$ cat config.mk
export PLATFORM = sky130hd
export DESIGN_NAME = fdr_box_tracker
export DESIGN_NICKNAME = d
export VERILOG_FILES = /design/src/rtl/fdr_pkg.sv /design/src/rtl/fdr_box_tracker.sv
export SDC_FILE = /design/constraint.sdc
export NUM_CORES = 1
export LEC_CHECK = 0
export BUFFER_PORTS_ARGS = -buffer_cell sky130_fd_sc_hd__buf_2
export CORE_ASPECT_RATIO = 0.75
export CORE_UTILIZATION = 49
export DETAILED_ROUTE_END_ITERATION = 8
export HOLD_SLACK_MARGIN = 0.05
export PLACE_DENSITY_LB_ADDON = 0.1
export SYNTH_ARGS = -nofsm -noshare
export SYNTH_HDL_FRONTEND = slang
export SYNTH_SLANG_ARGS = --single-unit
$ cat constraint.sdc
create_clock -name i_clk -period 4.41 [get_ports i_clk]
set_clock_uncertainty 0.05 [all_clocks]
set_input_delay 0.2205 -clock i_clk [delete_from_list [all_inputs] [get_ports i_clk]]
set_output_delay 0.2205 -clock i_clk [all_outputs]
set_load 0.02 [all_outputs]
$ cat src/rtl/fdr_pkg.sv
// shared types and constants of the frame dirty rectangle core
// no dependencies; used by every rtl module
`default_nettype none

package fdr_pkg;

    localparam int MAX_WIDTH_DEF      = 1024;
    localparam int MAX_HEIGHT_DEF     = 1024;
    localparam int UNCHANGED_ROWS_DEF = 4;

    localparam int CFG_W     = 11;
    localparam int FIELD_W   = 11;
    localparam int PIX_W     = 24;
    localparam int CFG_IDX_W = 2;

    localparam logic [CFG_IDX_W-1:0] REG_FRAME_WIDTH  = 2'd0;
    localparam logic [CFG_IDX_W-1:0] REG_FRAME_HEIGHT = 2'd1;

    localparam logic [CFG_W-1:0] FRAME_WIDTH_RST  = 11'd640;
    localparam logic [CFG_W-1:0] FRAME_HEIGHT_RST = 11'd480;

    typedef enum logic [1:0] {
        KIND_FIRST     = 2'd0,
        KIND_UNCHANGED = 2'd1,
        KIND_WHOLE     = 2'd2,
        KIND_PARTIAL   = 2'd3
    } t_kind;

    typedef struct packed {
        logic [FIELD_W-1:0] left;
        logic [FIELD_W-1:0] top;
        logic [FIELD_W-1:0] right;
        logic [FIELD_W-1:0] bottom;
        t_kind              kind;
    } t_rect;

    // pixel slot control travelling into the compare stage
    typedef struct packed {
        logic valid;
        logic last;
    } t_px_ctrl;

endpackage

`default_nettype wire

$ cat src/rtl/fdr_box_tracker.sv
// compare stage: pixel difference, bounding box update and frame result
// depends on fdr_pkg for t_rect, t_kind and t_px_ctrl
`default_nettype none

module fdr_box_tracker #(
    parameter int MAX_WIDTH      = fdr_pkg::MAX_WIDTH_DEF,
    parameter int MAX_HEIGHT     = fdr_pkg::MAX_HEIGHT_DEF,
    parameter int UNCHANGED_ROWS = fdr_pkg::UNCHANGED_ROWS_DEF
) (
    input  wire logic                                i_clk,
    input  wire logic                                i_rst_n,
    input  wire logic                                i_restart,
    input  wire fdr_pkg::t_px_ctrl                   i_ctrl,
    input  wire logic [$clog2(MAX_WIDTH)-1:0]        i_x,
    input  wire logic [$clog2(MAX_HEIGHT)-1:0]       i_y,
    input  wire logic [fdr_pkg::PIX_W-1:0]           i_pix,
    input  wire logic [fdr_pkg::PIX_W-1:0]           i_rd_data,
    input  wire logic [$clog2(MAX_WIDTH+1)-1:0]      i_eff_w,
    input  wire logic [$clog2(MAX_HEIGHT+1)-1:0]     i_eff_h,
    output logic                                     o_push,
    output fdr_pkg::t_rect                           o_rect
);

    localparam int XW = $clog2(MAX_WIDTH);
    localparam int YW = $clog2(MAX_HEIGHT);
    localparam int BW = $clog2(MAX_WIDTH + 1);
    localparam int BH = $clog2(MAX_HEIGHT + 1);
    localparam int FW = fdr_pkg::FIELD_W;

    fdr_pkg::t_px_ctrl          r_ctrl;
    logic [XW-1:0]              r_x;
    logic [YW-1:0]              r_y;
    logic [fdr_pkg::PIX_W-1:0]  r_pix;
    logic                       r_have_prev;
    logic [BW-1:0]              r_min_x, n_min_x;
    logic [BW-1:0]              r_end_x, n_end_x;
    logic [BH-1:0]              r_min_y, n_min_y;
    logic [BH-1:0]              r_end_y, n_end_y;

    logic [BW-1:0]              w_x;
    logic [BW-1:0]              w_x1;
    logic [BH-1:0]              w_y;
    logic [BH-1:0]              w_y1;
    logic                       w_diff;
    logic [BH-1:0]              w_unch_rows;

    assign w_x    = BW'(r_x);
    assign w_x1   = w_x + BW'(1);
    assign w_y    = BH'(r_y);
    assign w_y1   = w_y + BH'(1);
    assign w_diff = r_have_prev && (i_rd_data != r_pix);

    always_comb begin
        n_min_x = r_min_x;
        n_end_x = r_end_x;
        n_min_y = r_min_y;
        n_end_y = r_end_y;
        if (w_diff) begin
            if (w_x < r_min_x) n_min_x = w_x;
            if (w_x1 > r_end_x) n_end_x = w_x1;
            if (w_y < r_min_y) n_min_y = w_y;
            if (w_y1 > r_end_y) n_end_y = w_y1;
        end
    end

    assign w_unch_rows = (UNCHANGED_ROWS > i_eff_h) ? i_eff_h : BH'(UNCHANGED_ROWS);

    always_comb begin
        o_rect.left   = '0;
        o_rect.top    = '0;
        o_rect.right  = FW'(i_eff_w);
        o_rect.bottom = FW'(i_eff_h);
        priority if (!r_have_prev) begin
            o_rect.kind = fdr_pkg::KIND_FIRST;
        end else if (n_end_y == '0) begin
            o_rect.kind   = fdr_pkg::KIND_UNCHANGED;
            o_rect.bottom = FW'(w_unch_rows);
        end else if (n_min_x == '0 && n_min_y == '0 &&
                     n_end_x == i_eff_w && n_end_y == i_eff_h) begin
            o_rect.kind = fdr_pkg::KIND_WHOLE;
        end else begin
            o_rect.kind   = fdr_pkg::KIND_PARTIAL;
            o_rect.left   = FW'(n_min_x);
            o_rect.top    = FW'(n_min_y);
            o_rect.right  = FW'(n_end_x);
            o_rect.bottom = FW'(n_end_y);
        end
    end

    assign o_push = r_ctrl.valid && r_ctrl.last;

    always_ff @(posedge i_clk) begin
        if (!i_rst_n || i_restart) begin
            r_ctrl      <= '0;
            r_have_prev <= 1'b0;
            r_min_x     <= '1;
            r_end_x     <= '0;
            r_min_y     <= '1;
            r_end_y     <= '0;
        end else begin
            r_ctrl <= i_ctrl;
            if (r_ctrl.valid) begin
                if (r_ctrl.last) begin
                    r_have_prev <= 1'b1;
                    r_min_x     <= '1;
                    r_end_x     <= '0;
                    r_min_y     <= '1;
                    r_end_y     <= '0;
                end else begin
                    r_min_x <= n_min_x;
                    r_end_x <= n_end_x;
                    r_min_y <= n_min_y;
                    r_end_y <= n_end_y;
                end
            end
        end
    end

    // payload of the compare stage
    always_ff @(posedge i_clk) begin
        r_x   <= i_x;
        r_y   <= i_y;
        r_pix <= i_pix;
    end

endmodule

`default_nettype wire

# == After elaboration in Yosys (flattened, before gate mapping) ==
# Index checks and enable logic that the tools add are counted.
# classes
add_sub_neg,2
n_mul,0
div_mod_pow,0
n_lt_le_gt_ge,5
eq_ne,3
shift,0
muxes,19
bitwise_logic,0
reduce_logical,11
# op_table
cell,n
11-bit 2-to-1 mux,13
44-bit 2-to-1 mux,2
11-bit logical NOT,3
33-bit 2-to-1 mux,1
24-bit inequality test,1
10-bit by 1-bit adder with 11-bit output (second input constant),2
11-bit equality test,2
11-bit greater-than comparator,2
10-bit by 11-bit less-than comparator with 1-bit output,2
13-bit 2-to-1 mux,1
3-bit by 11-bit greater-than comparator with 1-bit output (first input constant),1
1-bit logical AND,5
2-bit 2-to-1 mux,1
2-bit AND reduction,1
1-bit logical NOT,1
1-bit logical OR,1
1-bit 2-to-1 mux,1
# totals
register_bits,91
latchBits,0
mem_bits_rw,0
mem_bits_ro,0
in_bits,95
output_inout_bits,47
n_memories,0

# == Longest topological paths before layout ==
# Gate-level depths: netlist (run 1).
# logic_depth
ltp_word,10
mapped_depth,20
depth_no_buf,16

# == Worst setup path after synthesis (run 1) ==
# No wires, ideal clock.
# synth_timing
path_kind,flip-flop to output port
from,reg r_x[5]
to,out o_rect[4] (netlist name)
arrival_ns,4.701
required_ns,4.140
setup_slack_ns,-0.561
path_stages_with_launch,19
path_cell_list,dfxtp_1 -> clkbuf_1 -> nand4_1 -> nor3_1 -> xnor2_1 -> inv_1 -> ha_1 -> nand3_1 -> nor3_1 -> nand2_1 -> o311ai_1 -> nand3_1 -> a221o_1 -> or4b_1 -> or4_1 -> buf_2 -> or2_1 -> buf_6 -> a211oi_1
# synth_rtl
item,line_no,text
"start, declared",fdr_box_tracker.sv:31,logic [XW-1:0] r_x;
"start signal, assigned",fdr_box_tracker.sv:121,r_x <= i_x;
"end, declared",fdr_box_tracker.sv:21,output fdr_pkg::t_rect o_rect

==> impl_metrics.env, run 1 <==
export IMPL_synth_edf_count=0
export IMPL_postLayoutCoreUtil_pct=77.2
export IMPL_power_total_w=0.00207
export IMPL_antenna_cells=0
export IMPL_setup_viol_count_final=44
export IMPL_rows=34
export IMPL_dieHeight_um=97.0
export IMPL_power_per_cell_area_mw_per_mm2=230
export IMPL_setup_worst_path_end_class="output pin"
export IMPL_drc_errors=0
export IMPL_grt_pass1_vias=6342
export IMPL_grt_antenna_before_repair=0
export IMPL_synth_top_cells_by_count="sky130_fd_sc_hd__nor2_1, sky130_fd_sc_hd__dfxtp_1, sky130_fd_sc_hd__nand2_1"
export IMPL_layout_filler_cells=858
export IMPL_place_gp_congestion=0.968
export IMPL_final_nets=1172
export IMPL_io_pin_count=142
export IMPL_final_max_slew_viol_count=0
export IMPL_violations="negative setup slack"
export IMPL_synth_yosys_warnings=0
export IMPL_die_width_um=129
export IMPL_post_place_cells=1119
export IMPL_finalHoldViolations=0
export IMPL_max_cap_violations=0
export IMPL_finalCritPeriodShare_pct=117
export IMPL_avg_inst_size_synth_um2=7.91
export IMPL_cts_tree="yes"
export IMPL_netlist_area_leader_share_pct=30.9
export IMPL_cp_data_arrival_time_ns=4.90
export IMPL_largest_net_degree_at_the_start_of_global_routing=51
export IMPL_cp_cell_instances="buf_6 > nand3_2 > xor2_2 > inv_1 > ha_1 > a21o_1 > a21o_1 > a2111o_1 > buf_6 > nand2_1 > nor4_1 > a221o_1 > or4b_4 > or4_4 > o21ai_4 > buf_12 > buf_12 > buf_12 > mux2i_4 > buf_6"
export IMPL_critical_path_slowest_cell="sky130_fd_sc_hd__a2111o_1"
export IMPL_synth_largest_area_cell="sky130_fd_sc_hd__dfxtp_1"
export IMPL_final_cells=1201
export IMPL_static_leakage_power_nw=4.16
export IMPL_num_vias=6772
export IMPL_timing_setup_critical_path_class="reg2out"
export IMPL_cts_num_sinks=91
export IMPL_cts_root_buffer="sky130_fd_sc_hd__clkbuf_16"
export IMPL_worstPathMaxFanout=6
export IMPL_worst_slew_margin_pct=45.9
export IMPL_floorplan_core_area_mm2=0.0117
export IMPL_cp_buffers_inverters=7
export IMPL_max_stage_delay_ns=0.53
export IMPL_htreeDepth=3
export IMPL_final_critical_path_setup_slack_ns=-0.763
export IMPL_min_path_type="in2reg"
export IMPL_design_area_mm2=0.00900
export IMPL_dpl_cell_area_mm2=0.00762
export IMPL_netlist_top_cells_area="sky130_fd_sc_hd__dfxtp_1, sky130_fd_sc_hd__ha_1, sky130_fd_sc_hd__nor2_1, sky130_fd_sc_hd__xor2_1, sky130_fd_sc_hd__nand2_1"
export IMPL_numCtsBuffers=9
export IMPL_synth_seq_area_share_pct=30.9
export IMPL_max_slew_worst_pin_slew_ns=0.810
export IMPL_run_status="finished with violations"
export IMPL_initial_core_util_pct=50.5
export IMPL_rsz0062_at_grt="true"
export IMPL_peakVddDrop_mv=0.235
export IMPL_crit_path_time_final_ns=5.17
export IMPL_grt_overflow=0
export IMPL_global_route_usage_total_pct=32.9
export IMPL_synthesis_area_mm2=0.00589
export IMPL_place_hpwl_um=14700
export IMPL_postRouteWirelength_um=20700
export IMPL_maxClockFrequency_mhz=193
export IMPL_worst_path_dominant_cell_family="compound AO/OA/AOI/OAI gates"
export IMPL_syn_nets=882
export IMPL_clock_path_buffers=2
export IMPL_wire_length_of_the_first_global_routing_pass_um=32400
export IMPL_viasPerCell=5.64
export IMPL_insertion_delay_to_the_later_sink_of_the_worst_skew_pair_ns=0.35
export IMPL_yosys_reg_bits=91
export IMPL_crit_path_start_kind="flop"
export IMPL_async_reset_ff_share_pct=0
export IMPL_post_route_cells_drive_above_1_share_pct=36.6
export IMPL_fp_dieArea_mm2=0.0125
export IMPL_drtIter0Drc=601
export IMPL_cp_data_required_time_ns=4.14
export IMPL_synth_cell_types=67
export IMPL_antenna_left=0
export IMPL_yosys_cell_count_top_type="sky130_fd_sc_hd__nor2_1"
export IMPL_postSynth_topFlopCell="sky130_fd_sc_hd__dfxtp_1"
export IMPL_cts_clk_slew_worst_paths_ns=0.07
export IMPL_avgRoutedWirePerCell_um=17.3
export IMPL_area_growth_pct=52.8
export IMPL_number_of_buffers_inserted_by_port_buffering=141
export IMPL_drt_pass1_iterations=5
export IMPL_post_synthesis_instance_total=745
-- state kept, by name, summed over array words and instances, names as in the netlist --
signal	flops
r_min_y	11
r_have_prev	1
r_min_x	11
r_pix	24
r_end_y	11
r_x	10
r_ctrl	2
r_end_x	11
r_y	10
-- cells in the final DEF (no fill, tap or decap), types with 18 or more instances in the layout --
| master | synthesis | final |
|---|---|---|
| sky130_fd_sc_hd__a21oi_1 | 47 | 43 |
| sky130_fd_sc_hd__buf_2 | 3 | 125 |
| sky130_fd_sc_hd__buf_4 | 2 | 116 |
| sky130_fd_sc_hd__buf_6 | 2 | 18 |
| sky130_fd_sc_hd__dfxtp_1 | 91 | 79 |
| sky130_fd_sc_hd__dlygate4sd3_1 | 0 | 46 |
| sky130_fd_sc_hd__ha_1 | 42 | 37 |
| sky130_fd_sc_hd__inv_1 | 60 | 58 |
| sky130_fd_sc_hd__nand2_1 | 75 | 74 |
| sky130_fd_sc_hd__nor2_1 | 98 | 92 |
| sky130_fd_sc_hd__o21ai_0 | 38 | 36 |
| sky130_fd_sc_hd__xor2_1 | 37 | 35 |
-- repair_timing --
action                                  CTS  global route
gates resized for setup                  50            49
buffers inserted                          9            12
hold buffers                             46             0
endpoints found under the setup margin   44            45
cloned                                    1             0
pin swaps                                10            29
endpoints found under the hold margin    46             0
-- metal layers --
layer | GRT usage, % | vias up | part of all wire, %
met1 | 47.6 | 3174 | 46
met2 | 50.1 | 337 | 44
met4 | 9.77 | 0 | 2.1
li1 | - | 3222 | -
met3 | 5.03 | 39 | 7.6
met5 | 0 | - | 0
-- report_power, final --
| part | internal (W) | switching (W) |
|---|---|---|
| combinational | 0.000213 | 0.000203 |
| clock | 0.000443 | 0.000350 |
| sequential | 0.000844 | 0.0000194 |
| total | 0.00150 | 0.000573 |
-- cell type report --
class                   instances  area [µm²]  share of cell area, %
well taps                     162         203                   2.25
clock inverters                 6        73.8                  0.820
multi-input cells             562        4150                   46.1
inverters                      60         225                   2.50
repair buffers                311        2280                   25.3
clock buffers                   9         225                   2.50
flip-flops and latches         91        1840                   20.5
-- cells by family after synthesis --
logic type / count (synthesis) / share of synthesized area, %
buffers and inverters: 93 / 6.37
multiplexers: 24 / 4.31
AND/OR/NAND/NOR: 265 / 20.7
AO/OA/AOI/OAI: 174 / 20.5
flip-flops: 91 / 30.9
XOR/XNOR: 56 / 8.32
adder cells (fa/ha/maj): 42 / 8.92
-- per-stage QoR --
stage | setup TNS, ns | worst slack (ns) | hold slack (ns)
detailed placement | -12.80 | -0.363 | 0.274
global placement | -12.51 | -0.363 | 0.273
finish | -30.70 | -0.763 | 0.345
floorplan | -2.09 | -0.123 | 0.198
CTS | -25.89 | -0.670 | 0.334
global route | -35.79 | -0.876 | 0.395
-- worst reg2reg max path, delay by kind of cell (launching register included) --
kind | cells | cell delay [ns]
AOI/OAI and AO/OA | 2 | 0.18
xor gates and xnor gates | 1 | 0.27
adders and majority gates | 1 | 0.21
buffers and inverters | 3 | 0.58
DFF | 1 | 0.37
and+or+nand+nor | 9 | 1.87
-- final timing paths --
kind | start | endpoint | slack, ns | depth (start not counted)
worst max register to register | r_x[2] | r_end_x[0] | 0.82 | 16
worst min-delay path | i_rst_n | r_ctrl[1] | 0.34 | 4
worst max-delay path | r_y[0] | o_rect[20] | -0.76 | 20
worst min register to register | r_min_x[9] | r_min_x[9] | 0.43 | 2
(Power assumes the default switching activity.)
==> run 2: changes to the inputs <==
--- a/config.mk
+++ b/config.mk
@@ -6,11 +6,11 @@
 export NUM_CORES = 1
 export LEC_CHECK = 0
 export BUFFER_PORTS_ARGS = -buffer_cell sky130_fd_sc_hd__buf_2
-export CORE_ASPECT_RATIO = 0.75
+export CORE_ASPECT_RATIO = 1.25
 export CORE_UTILIZATION = 49
 export DETAILED_ROUTE_END_ITERATION = 8
 export HOLD_SLACK_MARGIN = 0.05
-export PLACE_DENSITY_LB_ADDON = 0.1
+export PLACE_DENSITY = 0.77
 export SYNTH_ARGS = -nofsm -noshare
 export SYNTH_HDL_FRONTEND = slang
 export SYNTH_SLANG_ARGS = --single-unit
==> run 2 against run 1 <==
Against the previous run: the run still ends with negative setup slack left; sequential power is essentially flat; cell area shrank 1.1%; first-iteration DRC count shrank 40%; critical path type unchanged; critical endpoint is now o_rect[19].
==> impl_metrics.env, run 2 (synthesis results as in run 1) <==
export IMPL_grt_pass1_vias=6637
export IMPL_timing_setup_critical_path_class="reg2out"
export IMPL_num_vias=6662
export IMPL_floorplan_core_area_mm2=0.0117
export IMPL_footprint_of_the_multi_input_gates_mm2=0.00408
export IMPL_worstPathMaxFanout=11
export IMPL_wire_length_of_the_first_global_routing_pass_um=30600
export IMPL_viasPerCell=5.61
export IMPL_crit_path_start_kind="flop"
export IMPL_final_max_slew_viol_count=0
export IMPL_dieHeight_um=125
export IMPL_area_growth_pct=51.1
export IMPL_violations="negative setup slack"
export IMPL_numCtsBuffers=9
export IMPL_drc_errors=0
export IMPL_layout_filler_cells=841
export IMPL_static_leakage_power_nw=4.09
export IMPL_fp_dieArea_mm2=0.0125
export IMPL_cp_data_required_time_ns=4.14
export IMPL_global_route_usage_total_pct=30.8
export IMPL_io_pin_count=142
export IMPL_insertion_delay_to_the_later_sink_of_the_worst_skew_pair_ns=0.35
export IMPL_clock_path_buffers=2
export IMPL_max_slew_worst_pin_slew_ns=0.821
export IMPL_maxClockFrequency_mhz=203
export IMPL_cts_tree="yes"
export IMPL_grt_antenna_before_repair=0
export IMPL_place_gp_congestion=0.935
export IMPL_pre_cts_ws_ns=-0.283
export IMPL_grt_overflow=0
export IMPL_max_cap_violations=0
export IMPL_regMostFlops="r_pix"
export IMPL_finalCritPeriodShare_pct=112
export IMPL_cts_root_buffer="sky130_fd_sc_hd__clkbuf_16"
export IMPL_mostFrequentLayoutCells="sky130_fd_sc_hd__buf_4, sky130_fd_sc_hd__buf_2, sky130_fd_sc_hd__nor2_1"
export IMPL_max_ffs_per_register=24
export IMPL_power_total_w=0.00201
export IMPL_postRouteWirelength_um=19900
export IMPL_antenna_cells=0
export IMPL_die_width_um=100
export IMPL_dpl_cell_area_mm2=0.00761
export IMPL_setup_viol_count_final=44
export IMPL_cts_clk_slew_worst_paths_ns=0.07
export IMPL_worst_slew_margin_pct=45.2
export IMPL_finalHoldViolations=0
export IMPL_initial_core_util_pct=50.5
export IMPL_run_status="finished with violations"
export IMPL_cts_num_sinks=91
export IMPL_htreeDepth=3
export IMPL_min_path_type="in2reg"
export IMPL_place_hpwl_um=13600
export IMPL_cp_data_arrival_time_ns=4.66
export IMPL_setup_worst_path_end_class="output pin"
export IMPL_rsz0062_at_grt="true"
export IMPL_crit_path_time_final_ns=4.93
export IMPL_regArea_mm2=0.00184
export IMPL_avgRoutedWirePerCell_um=16.8
export IMPL_antenna_left=0
export IMPL_final_nets=1159
export IMPL_peakVddDrop_mv=0.210
export IMPL_post_route_cells_drive_above_1_share_pct=34.6
export IMPL_number_of_buffers_inserted_by_port_buffering=141
export IMPL_drtIter0Drc=361
export IMPL_most_common_cell_after_layout_fill_and_taps_aside="sky130_fd_sc_hd__buf_4"
export IMPL_drt_pass1_iterations=7
export IMPL_rows=44
export IMPL_design_area_mm2=0.00890
export IMPL_power_per_cell_area_mw_per_mm2=225
export IMPL_final_critical_path_setup_slack_ns=-0.519
export IMPL_largest_net_degree_at_the_start_of_global_routing=52
run 2: stage by stage:
| stage | std cells | setup TNS, ns | utilization (%) | hold WS [ns] |
|---|---|---|---|---|
| floorplan | 745 | -2.09 | - | 0.198 |
| global placement | 1118 | -4.55 | 65.2 | 0.272 |
| detailed placement | 1118 | -8.42 | 65.2 | 0.274 |
| CTS | 1183 | -16.80 | 73.4 | 0.0517 |
| global route | 1188 | -28.06 | 76.3 | 0.0518 |
| finish | 1188 | -19.13 | 76.3 | 0.0487 |
run 2: worst max-delay path: stages, from the launching register on:
cell                        delay (ns)
sky130_fd_sc_hd__dfxtp_1          0.34
sky130_fd_sc_hd__buf_4            0.19
sky130_fd_sc_hd__nand4_1          0.11
sky130_fd_sc_hd__nor3_2           0.14
sky130_fd_sc_hd__xnor2_1          0.16
sky130_fd_sc_hd__inv_1            0.08
sky130_fd_sc_hd__ha_1             0.35
sky130_fd_sc_hd__nand3_4          0.13
sky130_fd_sc_hd__nor3_4           0.22
sky130_fd_sc_hd__buf_4            0.14
sky130_fd_sc_hd__and4_1           0.26
sky130_fd_sc_hd__o32ai_1          0.10
sky130_fd_sc_hd__nand3_1          0.09
sky130_fd_sc_hd__o2111ai_1        0.14
sky130_fd_sc_hd__or4b_1           0.53
sky130_fd_sc_hd__or4_4            0.47
sky130_fd_sc_hd__o21ai_4          0.19
sky130_fd_sc_hd__buf_12           0.17
sky130_fd_sc_hd__mux2_2           0.33
sky130_fd_sc_hd__buf_2            0.16
run 2: repair_timing:
action,in CTS,in global routing
endpoints found under the hold margin,45,0
hold buffers,45,0
resized for setup,48,72
pin swaps,8,18
endpoints found under the setup margin,44,44
buffers inserted,3,5
cloned,1,1
run 2: final timing paths:
| path | slack (ns) | depth (start not counted) | endpoint | start |
|---|---|---|---|---|
| setup / recovery | -0.52 | 19 | o_rect[19] | r_x[0] |
| hold / removal | 0.05 | 3 | r_ctrl[1] | i_ctrl[1] |
| setup reg to reg | 1.02 | 16 | r_end_x[0] | r_x[0] |
| hold reg to reg | 0.43 | 2 | r_min_x[9] | r_min_x[9] |
run 2: final cells by class:
class	count	area share [%]
multi-input cells	561	45.9
clock buffers	9	2.53
repair buffers	299	25.5
flip-flops and latches	91	20.6
inverters	60	2.53
well taps	161	2.26
clock inverters	7	0.660
run 2: layer usage:
metal  GRT usage [%]  part of all wire (%)  wire length (µm)
met5               0                     0                 0
met4            14.5                   4.2               829
met3            5.11                   7.5              1490
met2            54.4                    49              9740
met1            35.8                    39              7870
run 2: power breakdown:
part | total (W) | internal [W] | switching [W]
clock network | 0.000752 | 0.000392 | 0.000361
logic | 0.000391 | 0.000202 | 0.000189
registers | 0.000863 | 0.000844 | 0.0000193
total | 0.00201 | 0.00144 | 0.000569
