==> config.mk <==
export PLATFORM = sky130hd
export DESIGN_NAME = fdr_result_fifo
export DESIGN_NICKNAME = d
export VERILOG_FILES = /design/src/rtl/fdr_pkg.sv /design/src/rtl/fdr_result_fifo.sv
export SDC_FILE = /design/constraint.sdc
export NUM_CORES = 1
export LEC_CHECK = 0
export ABC_AREA = 1
export BUFFER_PORTS_ARGS = -buffer_cell sky130_fd_sc_hd__buf_2
export CAP_MARGIN = 20
export CORE_ASPECT_RATIO = 1.5
export CORE_MARGIN = 5
export CORE_UTILIZATION = 52
export CTS_CLUSTER_DIAMETER = 30
export DETAILED_ROUTE_END_ITERATION = 10
export PLACE_DENSITY = 0.77
export SYNTH_ARGS = -nofsm -noshare
export SYNTH_HDL_FRONTEND = slang
export SYNTH_SLANG_ARGS = --single-unit
export TNS_END_PERCENT = 50
==> constraint.sdc <==
create_clock -name i_clk -period 3.9 [get_ports i_clk]
set_input_delay 0.585 -clock i_clk [delete_from_list [all_inputs] [get_ports i_clk]]
set_output_delay 0.585 -clock i_clk [all_outputs]
set_load 0.02 [all_outputs]
==> src/rtl/fdr_pkg.sv <==
// shared types and constants of the frame dirty rectangle core
// no dependencies; used by every rtl module
`default_nettype none

package fdr_pkg;

    localparam int MAX_WIDTH_DEF      = 1024;
    localparam int MAX_HEIGHT_DEF     = 1024;
    localparam int UNCHANGED_ROWS_DEF = 4;

    localparam int CFG_W     = 11;
    localparam int FIELD_W   = 11;
    localparam int PIX_W     = 24;
    localparam int CFG_IDX_W = 2;

    localparam logic [CFG_IDX_W-1:0] REG_FRAME_WIDTH  = 2'd0;
    localparam logic [CFG_IDX_W-1:0] REG_FRAME_HEIGHT = 2'd1;

    localparam logic [CFG_W-1:0] FRAME_WIDTH_RST  = 11'd640;
    localparam logic [CFG_W-1:0] FRAME_HEIGHT_RST = 11'd480;

    typedef enum logic [1:0] {
        KIND_FIRST     = 2'd0,
        KIND_UNCHANGED = 2'd1,
        KIND_WHOLE     = 2'd2,
        KIND_PARTIAL   = 2'd3
    } t_kind;

    typedef struct packed {
        logic [FIELD_W-1:0] left;
        logic [FIELD_W-1:0] top;
        logic [FIELD_W-1:0] right;
        logic [FIELD_W-1:0] bottom;
        t_kind              kind;
    } t_rect;

    // pixel slot control travelling into the compare stage
    typedef struct packed {
        logic valid;
        logic last;
    } t_px_ctrl;

endpackage

`default_nettype wire

==> src/rtl/fdr_result_fifo.sv <==
// two-entry result queue between the compare stage and the output port
// depends on fdr_pkg for t_rect
`default_nettype none

module fdr_result_fifo (
    input  wire logic            i_clk,
    input  wire logic            i_rst_n,
    input  wire logic            i_push,
    input  wire fdr_pkg::t_rect  i_data,
    input  wire logic            i_ready,
    output logic                 o_valid,
    output fdr_pkg::t_rect       o_data,
    output logic [1:0]           o_count
);

    fdr_pkg::t_rect r_mem [2];
    logic           r_wr_ptr;
    logic           r_rd_ptr;
    logic [1:0]     r_count;
    logic           w_pop;

    assign o_valid = (r_count != 2'd0);
    assign o_data  = r_mem[r_rd_ptr];
    assign o_count = r_count;
    assign w_pop   = o_valid && i_ready;

    always_ff @(posedge i_clk) begin
        if (!i_rst_n) begin
            r_wr_ptr <= 1'b0;
            r_rd_ptr <= 1'b0;
            r_count  <= 2'd0;
        end else begin
            if (i_push) r_wr_ptr <= ~r_wr_ptr;
            if (w_pop) r_rd_ptr <= ~r_rd_ptr;
            r_count <= r_count + 2'(i_push) - 2'(w_pop);
        end
    end

    always_ff @(posedge i_clk) begin
        if (i_push) r_mem[r_wr_ptr] <= i_data;
    end

endmodule

`default_nettype wire

# == Yosys cells after proc, flatten, opt, wreduce, memory -nomap -nowiden ==
# Memories as Yosys holds them, arrays and structs flattened. A register that Yosys moved wholly into a read port is not among the register bits.
# Cells that the tools add are included.
# totals
register_bits,4
ram_bits,92
inputBits,50
out_inout_bits,49
word_cells,14
n_memories,1
# op_classes
add_sub_neg,2
n_mux,4
bitwise_logic,2
n_reduce_logical,2
# memory_table
name,depth,width,read_ports,rd_ports_with_merged_regs,write_ports,line,source
r_mem,2,46,1,1,1,fdr_result_fifo.sv:16,fdr_pkg::t_rect r_mem [2];
# ops
cell,n
1-bit two-way mux,4
2-bit by 1-bit adder with 2-bit output,1
1-bit inverter,2
2-bit nonzero test,1
2-bit by 1-bit subtractor with 2-bit output,1
1-bit logical AND,1

# == Depth between registers and ports, before layout ==
# Gate-level depths: netlist (run 1).
# logic_depth
ltp_word,4
mapped_depth,10

# == Worst setup path before layout (run 1) ==
# Ideal clock, no wire load.
# synth_path
path_type,input-to-reg
startpoint,input i_push
endpoint,"memory r_mem[0][0] (netlist bit), enable pin"
t_arrival_ns,2.558
setup_slack_ns,0.891
cell_stages,2
path_buffers,0
cell_sequence,inv_1 nor2_1
# synth_between
elab_chain_len,2
# synth_rtl
item,line,source
start: declaration,fdr_result_fifo.sv:8,"input wire logic i_push,"
1-bit two-way mux,fdr_result_fifo.sv:40,if (i_push) r_mem[r_wr_ptr] <= i_data;
1-bit two-way mux (implied by the code),fdr_result_fifo.sv:40,
end: declaration,fdr_result_fifo.sv:16,
# Every way passes these cells.

==> results by group, run 1 <==
Synthesis
  • Area of the mapped netlist: 0.003756 mm2
  • Synth cell types: 12
  • Register area share after synthesis: 0.7622
  • Syn Nets: 230
  • YS warnings: 0
  • Yosys reg bits: 97
  • Syn Area/Cell: 21.10 um2
  • Post-Synthesis Cells: 178

Global routing
  • Largest net degree at the start of global routing: 47
  • Remaining Overflow, GRT: 0
  • Initial antenna violation count: 0
  • Vias in the first global route: 1988
  • Tot GR Track Use: 0.1427
  • First-pass GRT wire length: 9.535 mm

Power and ir drop
  • Worst vdd ir: 0.3715 mV
  • Gate power share: 0.260
  • Power, Total: 0.002423 W
  • Psw: 0.0006868 W
  • Cell Int Power: 0.001736 W
  • Pwr/cell area: 546.0 mW/mm2
  • Clk pwr share: 0.218
  • Leakage: 1.796 nW
  • Reg power frac: 0.522
  • Switching part of the total: 0.2834

STA
  • Final Hold Viols: 0
  • RSZ-0062 raised after global routing: false
  • Final Skew: 0.007452 ns
  • Final period util: 0.6460
  • Worst slew pin tran: 0.9920 ns
  • Slew Limit Headroom: 0.3387
  • Pins over their slew limit: 0
  • Tmin final: 2.520 ns
  • Post-route setup TNS: 0 ns
  • # setup viols final: 0
  • Fmax: 0.3969 GHz
  • Final worst slack: 1.380 ns

Routing
  • DR iter-0 viols: 125
  • Total number of vias: 1866
  • DRC viols: 0
  • WL/cell: 16.47 um
  • Antenna Nets Post-Route: 0
  • Drt total wl: 6.093 mm
  • DRT Pass-1 Iters: 4
  • Via density: 5.043

Hold path
  • Worst hold path depth: 1
  • Worst hold path type: primary input to flop

Die
  • Rows: 38
  • Starting Density: 0.5267
  • Die Ht: 114.1 um
  • Die area: 0.009058 mm2
  • Placeable Area: 0.007132 mm2
  • Die X: 79.40 um
  • Io pins: 99

Final layout
  • Core Util, Final: 0.6223
  • Share of layout cells above drive strength 1: 0.5517
  • Area grow syn2layout: 18.15%
  • Antenna fix cells: 0
  • NumNets Final: 337

Outcome
  • Status: complete, no violations

Placed design
  • Routability congestion estimate from global placement: 0.7372
  • Place WS: 1.707 ns
  • IO Port Bufs: 98
  • Final HPWL DP: 4.208 mm

Clock network
  • Cts repair resizes: 0
  • Total CTS buffers: 9
  • Worst-path clk slew: 0.08 ns
  • H-Tree Depth: 3
  • Hold-fix buffers at CTS: 0
  • Root buf cell: clkbuf_8
  • Clock Latency Late Sink: 0.35 ns
  • Post-CTS setup buffer count: 0
  • CTS tree: built
  • Clock tree buffer depth: 2
  • Clock Sinks: 97

Critical path
  • Worst Reg2Reg Path Length in Cells: 2
  • CP arrival: 1.93 ns
  • Worst setup SP type: flop
  • Crit Path Class: flop to output port
  • Critical Path Fanout Max: 17
  • Critical path endpoint category: output port
  • Required time of the worst setup path: 3.31 ns

Job
  • MaxCap Viol Count: 0
==> per-layer routing <==
layer / global-route usage / vias to the layer above / part of all wire
met5: 0 / - / 0
met1: 0.1475 / 917 / 0.38
met3: 0.03780 / 7 / 0.054
met2: 0.2610 / 56 / 0.55
met4: 0.07225 / 0 / 0.018
li1: - / 886 / -
==> synthesized netlist by cell type <==
cell type  number  area, um2
a21oi_1         1      5.000
buf_12          4      80.08
buf_6           1      11.26
dfxtp_1         5      100.1
edfxtp_1       92       2763
ha_1            2      25.02
inv_1           8      30.03
mux2_2          6      67.56
mux2_4         40      600.6
nand2_1         8      30.03
nand3_1         2      10.01
nor2_1          9      33.78
==> cell usage in the layout (no fill, tap or decap) <==
cell,n
a21oi_1,1
buf_2,98
buf_4,3
clkbuf_1,5
clkbuf_8,9
clkinv_1,1
clkinv_2,1
dfxtp_1,4
dfxtp_2,1
edfxtp_1,92
ha_1,2
inv_1,7
inv_2,1
mux2_2,6
mux2_4,40
nand2_1,8
nand3_1,2
nor2_1,8
nor2_4,1
==> state kept, by name, indices dropped and copies added, names as in the netlist, named ones only <==
| name | flops |
|---|---|
| o_count | 2 |
| r_mem | 92 |
| r_rd_ptr | 1 |
| r_wr_ptr | 1 |
==> final timing paths <==
check / to / startpoint / slack (ns)
max: o_data[33] / flop / 1.38
min: r_mem[0][41] / i_data[41] / 0.42
max reg2reg: r_mem[0][33] / r_wr_ptr / 2.13
min reg2reg: r_rd_ptr / r_rd_ptr / 0.52
==> worst max-delay path, cell delays in order, from the launching register on <==
cell	delay (ns)
dfxtp_2	0.67
buf_4	0.41
mux2_4	0.34
buf_2	0.16
==> cells by family (layout without fill, tap and decap cells) <==
kind of cell / Yosys count / in the layout / share of synthesized area
AND/OR/NAND/NOR: 19 / 19 / 0.01965
multiplexers: 46 / 46 / 0.1779
AO/OA/AOI/OAI: 1 / 1 / 0.001331
flip-flops: 97 / 97 / 0.7622
buffers and inverters: 13 / 125 / 0.03231
adder cells (fa/ha/maj): 2 / 2 / 0.006661
==> power by group through the flow <==
stage	Sequential [W]	Clock, W	Combinational [W]
6_report	0.00126	0.000528	0.000631
3_5_place_dp	0.00129	0	0.000641
5_1_grt	0.00127	0.000591	0.000677
4_1_cts	0.00127	0.000545	0.000642
2_1_floorplan	0.00127	0	0.000518
3_3_place_gp	0.00128	0	0.000632
==> through the flow <==
stage | instance area, um2 | std cells | hold WS [ns]
after floorplan | 3756 | 178 | 0.4675
after global routing | 4438 | 370 | 0.4003
after global placement | 4287 | 354 | 0.4827
final | 4438 | 370 | 0.4216
after detailed placement | 4287 | 354 | 0.5025
after CTS | 4438 | 370 | 0.4050
==> final cells by class <==
type                    instances  area (um2)
flip-flops and latches         97        2864
fillers                       532        2694
multi-input cells              68       779.5
repair buffers                101       513.0
clock buffers                  14       142.6
well taps                      80       100.1
inverters                       8       30.03
clock inverters                 2       8.758
(Power assumes the default switching activity.)
==> run 2, diff against run 1 <==
==> constraint.sdc (replaced) <==
create_clock -name i_clk -period 2.5 [get_ports i_clk]
set_input_delay 0.375 -clock i_clk [delete_from_list [all_inputs] [get_ports i_clk]]
set_output_delay 0.375 -clock i_clk [all_outputs]
set_load 0.02 [all_outputs]
==> run 2 against run 1 <==
Largest power group unchanged; sequential share of layout area is 0.29 points lower; core utilization is 0.28 points higher; wire length is 0.69% higher; global-route usage hardly changed; die area stayed put; flip-flop and latch count stayed put; cell count stayed put; critical endpoint is now o_data[4]; combinational power is 63% higher; sequential power is 53% higher.
==> results by group, run 2 (same netlist as run 1, synthesis figures left out) <==
Outcome
  • Status: complete, no violations

Critical path
  • Critical path depth in cells: 3
  • CP arrival: 1.64 ns
  • Crit-path leading delay family: buffers and inverters
  • Critical Path Fanout Max: 26
  • FF-to-FF End: r_mem[1][28]
  • Crit path cell chain: buf_4 -> mux2_2 -> buf_2
  • Worst path slowest cell: buf_4
  • Reg2Reg Setup Slack: 1.03 ns
  • Worst R2R Start: r_wr_ptr
  • Required time of the worst setup path: 2.12 ns
  • Crit Path Class: flop to output port
  • Worst setup SP type: flop
  • Critical path endpoint category: output port
  • Critical Path Sink: o_data[4]
  • Worst Reg2Reg Path Length in Cells: 3
  • Worst path max stage delay: 0.40 ns
  • Buffers & Inverters on Critical Path: 2

Final layout
  • Area grow syn2layout: 18.69%
  • Final Non-Filler Cells: 370
  • Max reg flops: 92
  • Top reg by flops: r_mem
  • Commonest non-fill, non-tap cells in the layout: 98 x buf_2, 92 x edfxtp_1, 40 x mux2_4
  • Antenna fix cells: 0
  • Share of layout cells above drive strength 1: 0.5586
  • Most common cell after layout, fill and taps aside: buf_2
  • Fillers: 541
  • NumNets Final: 339

Placed design
  • Final HPWL DP: 4.314 mm
  • Placed Cells: 356
  • IO Port Bufs: 98
  • Routability congestion estimate from global placement: 0.7043

Routing
  • Total number of vias: 1859
  • DRT Pass-1 Iters: 4
  • DRC viols: 0
  • Via density: 5.024
  • Drt total wl: 6.135 mm
  • Antenna Nets Post-Route: 0
  • WL/cell: 16.58 um
  • DR iter-0 viols: 103

STA
  • Final Skew: 0.004211 ns
  • Fmax: 0.4967 GHz
  • RSZ-0062 raised after global routing: false
  • Post-route setup TNS: 0 ns
  • Final period util: 0.8053
  • # setup viols final: 0
  • Slew Limit Headroom: 0.6686
  • Final Hold Viols: 0
  • Worst slew pin tran: 0.4963 ns
  • Tmin final: 2.013 ns
  • Pins over their slew limit: 0

Clock network
  • Root buf cell: clkbuf_8
  • Hold-fix buffers at CTS: 0
  • Clock tree buffer depth: 2
  • H-Tree Depth: 3
  • CTS tree: built
  • Post-CTS setup buffer count: 0
  • Clock Sinks: 97
  • Cts repair resizes: 0
  • Total CTS buffers: 9
  • Clock Latency Late Sink: 0.34 ns
  • Worst-path clk slew: 0.08 ns

Hold path
  • Worst hold path type: primary input to flop
  • Worst hold path depth: 1

Die
  • Starting Density: 0.5267
  • Placeable Area: 0.007132 mm2
  • Die Ht: 114.1 um
  • Die X: 79.40 um
  • Rows: 38
  • Io pins: 99
  • Die area: 0.009058 mm2

Global routing
  • Initial antenna violation count: 3
  • First-pass GRT wire length: 9.418 mm
  • Remaining Overflow, GRT: 0
  • Largest net degree at the start of global routing: 27
  • Vias in the first global route: 1991
  • Tot GR Track Use: 0.1424

Power and ir drop
  • Leakage: 1.807 nW
  • Worst vdd ir: 0.5418 mV
  • Pwr/cell area: 841.9 mW/mm2

Job
  • MaxCap Viol Count: 0
-- run 2: changes by cell type in the layout (fill, tap and decap cells not counted) --
cell      previous run  this run
buf_4                3         4
clkinv_1             1         0
clkbuf_1             5         4
buf_12               0         1
-- run 2: layout make-up --
class / count / area [um2] / area share
sequential: 97 / 2864 / 0.6424
multi-input combinational: 68 / 779.5 / 0.1749
timing repair buffer: 103 / 540.5 / 0.1212
clock buffer: 13 / 138.9 / 0.03115
tap: 80 / 100.1 / 0.02245
inverter: 8 / 30.03 / 0.006736
clock inverter: 1 / 5.005 / 0.001123
-- run 2: worst reg2reg max path, delay by kind of cell (launching register included) --
| family | cells | cell delay [ns] |
|---|---|---|
| buf+inv | 2 | 0.65 |
| flops | 1 | 0.41 |
| simple gates | 1 | 0.11 |
-- run 2: per-layer routing --
layer | routed length [um] | GRT usage
met1 | 2174 | 0.1508
met2 | 3325 | 0.2396
met4 | 155 | 0.06881
met3 | 451 | 0.06378
met5 | 28 | 0
-- run 2: power by group --
| part | leakage (nW) | switching, W | internal [W] |
|---|---|---|---|
| clock network | 0.0733 | 0.000446 | 0.000351 |
| registers | 0.905 | 0.0000364 | 0.00189 |
| logic | 0.828 | 0.000566 | 0.000459 |
| total | 1.81 | 0.00105 | 0.00270 |
-- run 2: how the worst min path moves through the flow --
stage / startpoint / end / slack (ns)
floorplan: r_rd_ptr / flop / 0.47
global placement: r_rd_ptr / r_rd_ptr / 0.49
detailed placement: r_rd_ptr / r_rd_ptr / 0.50
CTS: i_data[40] / r_mem[1][40] / 0.19
global route: i_data[27] / r_mem[0][27] / 0.18
finish: i_data[40] / r_mem[1][40] / 0.22
-- run 2: per-stage QoR --
stage                     instance area [um2]  power (W)  hold WS, ns  setup WS [ns]  utilization
after floorplan                          3759   0.002788       0.4675         0.4924            -
after global placement                   4314   0.002987       0.4884         0.8805       0.6049
after detailed placement                 4314   0.003012       0.4982         0.8420       0.6049
after CTS                                4458   0.003812       0.1920         0.4511       0.6251
after global routing                     4458   0.003941       0.1811         0.3885       0.6251
final                                    4458   0.003753       0.2151         0.4867       0.6251
==> run 3, diff against run 2 <==
--- a/config.mk
+++ b/config.mk
@@ -5,7 +5,7 @@
 export SDC_FILE = /design/constraint.sdc
 export NUM_CORES = 1
 export LEC_CHECK = 0
-export ABC_AREA = 1
+export ABC_AREA = 0
 export BUFFER_PORTS_ARGS = -buffer_cell sky130_fd_sc_hd__buf_2
 export CAP_MARGIN = 20
 export CORE_ASPECT_RATIO = 1.5
==> constraint.sdc (replaced) <==
create_clock -name i_clk -period 2.1 [get_ports i_clk]
set_input_delay 0.315 -clock i_clk [delete_from_list [all_inputs] [get_ports i_clk]]
set_output_delay 0.315 -clock i_clk [all_outputs]
set_load 0.02 [all_outputs]
==> run 3 against run 2 <==
Die area barely moved; clock power rose by 43%; highest routed layer unchanged; combinational power rose by 24%; synthesized cell count fell by 7.3%; largest power group unchanged; design area rose by 2.2%; first-iteration DRC count rose by 45%; sequential power rose by 19%; total power rose by 26%; wire length rose by 3.8%; critical path depth did not move.
==> results by group, run 3 <==
Outcome
  • Status: complete, no violations

Synthesis
  • Yosys reg bits: 97
  • Synth cell types: 16
  • Synth top area share: 0.7348
  • Syn Area/Cell: 22.79 um2
  • Area of the mapped netlist: 0.003760 mm2
  • Leading area contributor after synthesis: edfxtp_1
  • Count of flip-flops with a built-in enable after synthesis: 92
  • Synth top cells by count: 92 x edfxtp_1, 40 x mux2_4, 6 x mux2_2, 5 x dfxtp_1, 4 x buf_12
  • Register area share after synthesis: 0.7614
  • Post-Synthesis Cells: 165
  • Prevailing post-synth register cell: edfxtp_1
  • Dominant cells by area after synthesis: edfxtp_1 73%, mux2_4 16%, dfxtp_1 2.7%
  • Post-synth ARST share: 0
  • YS warnings: 0
  • Syn Nets: 217
  • Count leader, synth: edfxtp_1

Critical path
  • Required time of the worst setup path: 1.78 ns
  • Crit Path Class: flop to output port
  • Critical Path Fanout Max: 46
  • Worst R2R Start: o_count[1]
  • Worst Reg2Reg Path Length in Cells: 6
  • Worst setup SP type: flop
  • FF-to-FF End: o_count[1]
  • Reg2Reg Setup Slack: 0.67 ns
  • Critical Path Sink: o_data[13]
  • CP arrival: 1.54 ns
  • Critical path endpoint category: output port

STA
  • Final Hold Viols: 0
  • Tmin final: 1.852 ns
  • Final Skew: 0.006671 ns
  • Worst slew pin tran: 0.5277 ns
  • # setup viols final: 0
  • Slew Limit Headroom: 0.6474
  • Post-route setup TNS: 0 ns
  • Final period util: 0.8821
  • Worst hold slack: 0.1394 ns
  • Fmax: 0.5398 GHz
  • RSZ-0062 raised after global routing: false
  • Pins over their slew limit: 0

Routing
  • DRT Pass-1 Iters: 4
  • DRC viols: 0
  • Drt total wl: 6.366 mm
  • DR iter-0 viols: 149
  • Antenna Nets Post-Route: 0
  • WL/cell: 17.73 um
  • Via density: 5.070
  • Total number of vias: 1820

Final layout
  • Max reg flops: 92
  • Antenna fix cells: 0
  • Top reg by flops: r_mem
  • Core Util, Final: 0.6386
  • NumNets Final: 326
  • Seq. cell area: 0.002864 mm2
  • Fin area: 0.004554 mm2
  • Area of the multi-input gates: 807.0 um2
  • Most common cell after layout, fill and taps aside: buf_2
  • Area grow syn2layout: 21.13%
  • Commonest non-fill, non-tap cells in the layout: 98 x buf_2, 92 x edfxtp_1, 40 x mux2_4
  • Fillers: 513
  • Share of layout cells above drive strength 1: 0.5986

Hold path
  • Worst hold path type: primary input to flop

Clock network
  • Worst-path clk slew: 0.09 ns
  • Hold-fix buffers at CTS: 0
  • Root buf cell: clkbuf_8
  • Clock tree buffer depth: 2
  • Clock Latency Late Sink: 0.36 ns
  • CTS tree: built
  • Cts repair resizes: 0
  • Total CTS buffers: 9
  • Post-CTS setup buffer count: 0
  • Clock Sinks: 97
  • H-Tree Depth: 3

Die
  • Die Ht: 114.1 um
  • Die area: 0.009066 mm2
  • Starting Density: 0.5272
  • Io pins: 99
  • Rows: 38
  • Placeable Area: 0.007132 mm2
  • Die X: 79.43 um

Power and ir drop
  • Worst vdd ir: 0.6686 mV
  • Leakage: 1.819 nW
  • Pwr/cell area: 1036 mW/mm2
  • Psw: 0.001311 W
  • Cell Int Power: 0.003407 W
  • Reg power frac: 0.488
  • Power, Total: 0.004717 W
  • Clk pwr share: 0.241
  • Gate power share: 0.271
  • Switching part of the total: 0.2778

Global routing
  • Largest net degree at the start of global routing: 47
  • Initial antenna violation count: 2
  • Tot GR Track Use: 0.1474
  • First-pass GRT wire length: 9.784 mm
  • Vias in the first global route: 1993
  • Remaining Overflow, GRT: 0

Placed design
  • DP Area: 0.004369 mm2
  • Routability congestion estimate from global placement: 0.7208
  • IO Port Bufs: 98
  • Final HPWL DP: 4.381 mm

Job
  • MaxCap Viol Count: 0
## run 3: logic make-up after synthesis
group	count (synthesis)	share of synthesized area
AO/OA/AOI/OAI	2	0.003992
flip-flops	97	0.7614
XOR/XNOR	1	0.005990
AND/OR/NAND/NOR	8	0.01265
adder cells (fa/ha/maj)	2	0.006655
buffers and inverters	7	0.02629
multiplexers	48	0.1830
## run 3: worst min path at each step
stage               startpoint      endpoint  cells past startpoint
floorplan            i_data[0]   r_mem[0][0]                      0
global placement      r_rd_ptr          flop                      2
detailed placement    r_rd_ptr          flop                      2
CTS                 i_data[29]  r_mem[1][29]                      1
global route        i_data[34]  r_mem[1][34]                      1
finish              i_data[29]  r_mem[0][29]                      1
## run 3: area by class of cell
type / count / share of cell area
Clock buffer: 9 / 0.02720
Inverter: 2 / 0.001648
Tap cell: 80 / 0.02198
Clock inverter: 7 / 0.01346
Timing Repair Buffer: 103 / 0.1297
Multi-Input combinational cell: 61 / 0.1772
Sequential cell: 97 / 0.6288
## run 3: power by group through the flow
stage / clock network (W) / logic [W] / registers, W
2_1_floorplan: 0 / 0.00100 / 0.00236
3_3_place_gp: 0 / 0.00128 / 0.00234
3_5_place_dp: 0 / 0.00130 / 0.00235
4_1_cts: 0.00117 / 0.00130 / 0.00230
5_1_grt: 0.00125 / 0.00135 / 0.00231
6_report: 0.00114 / 0.00128 / 0.00230
## run 3: metal layers
layer / up-vias / track usage / part of all wire
met4: 4 / 0.08716 / 0.020
met1: 880 / 0.1561 / 0.36
li1: 858 / - / -
met5: - / 0 / 0.0042
met2: 65 / 0.2482 / 0.54
met3: 13 / 0.05354 / 0.077
## run 3: stage by stage
step,worst slack [ns],instances
global placement,0.6163,343
floorplan,0.1234,165
CTS,0.1974,359
global route,0.1692,359
finish,0.2476,359
detailed placement,0.5975,343
## run 3: critical path, stage by stage (launching register included)
cell and delay, ns:
dfxtp_2 0.34, buf_12 0.29, mux2_4 0.34, buf_2 0.16
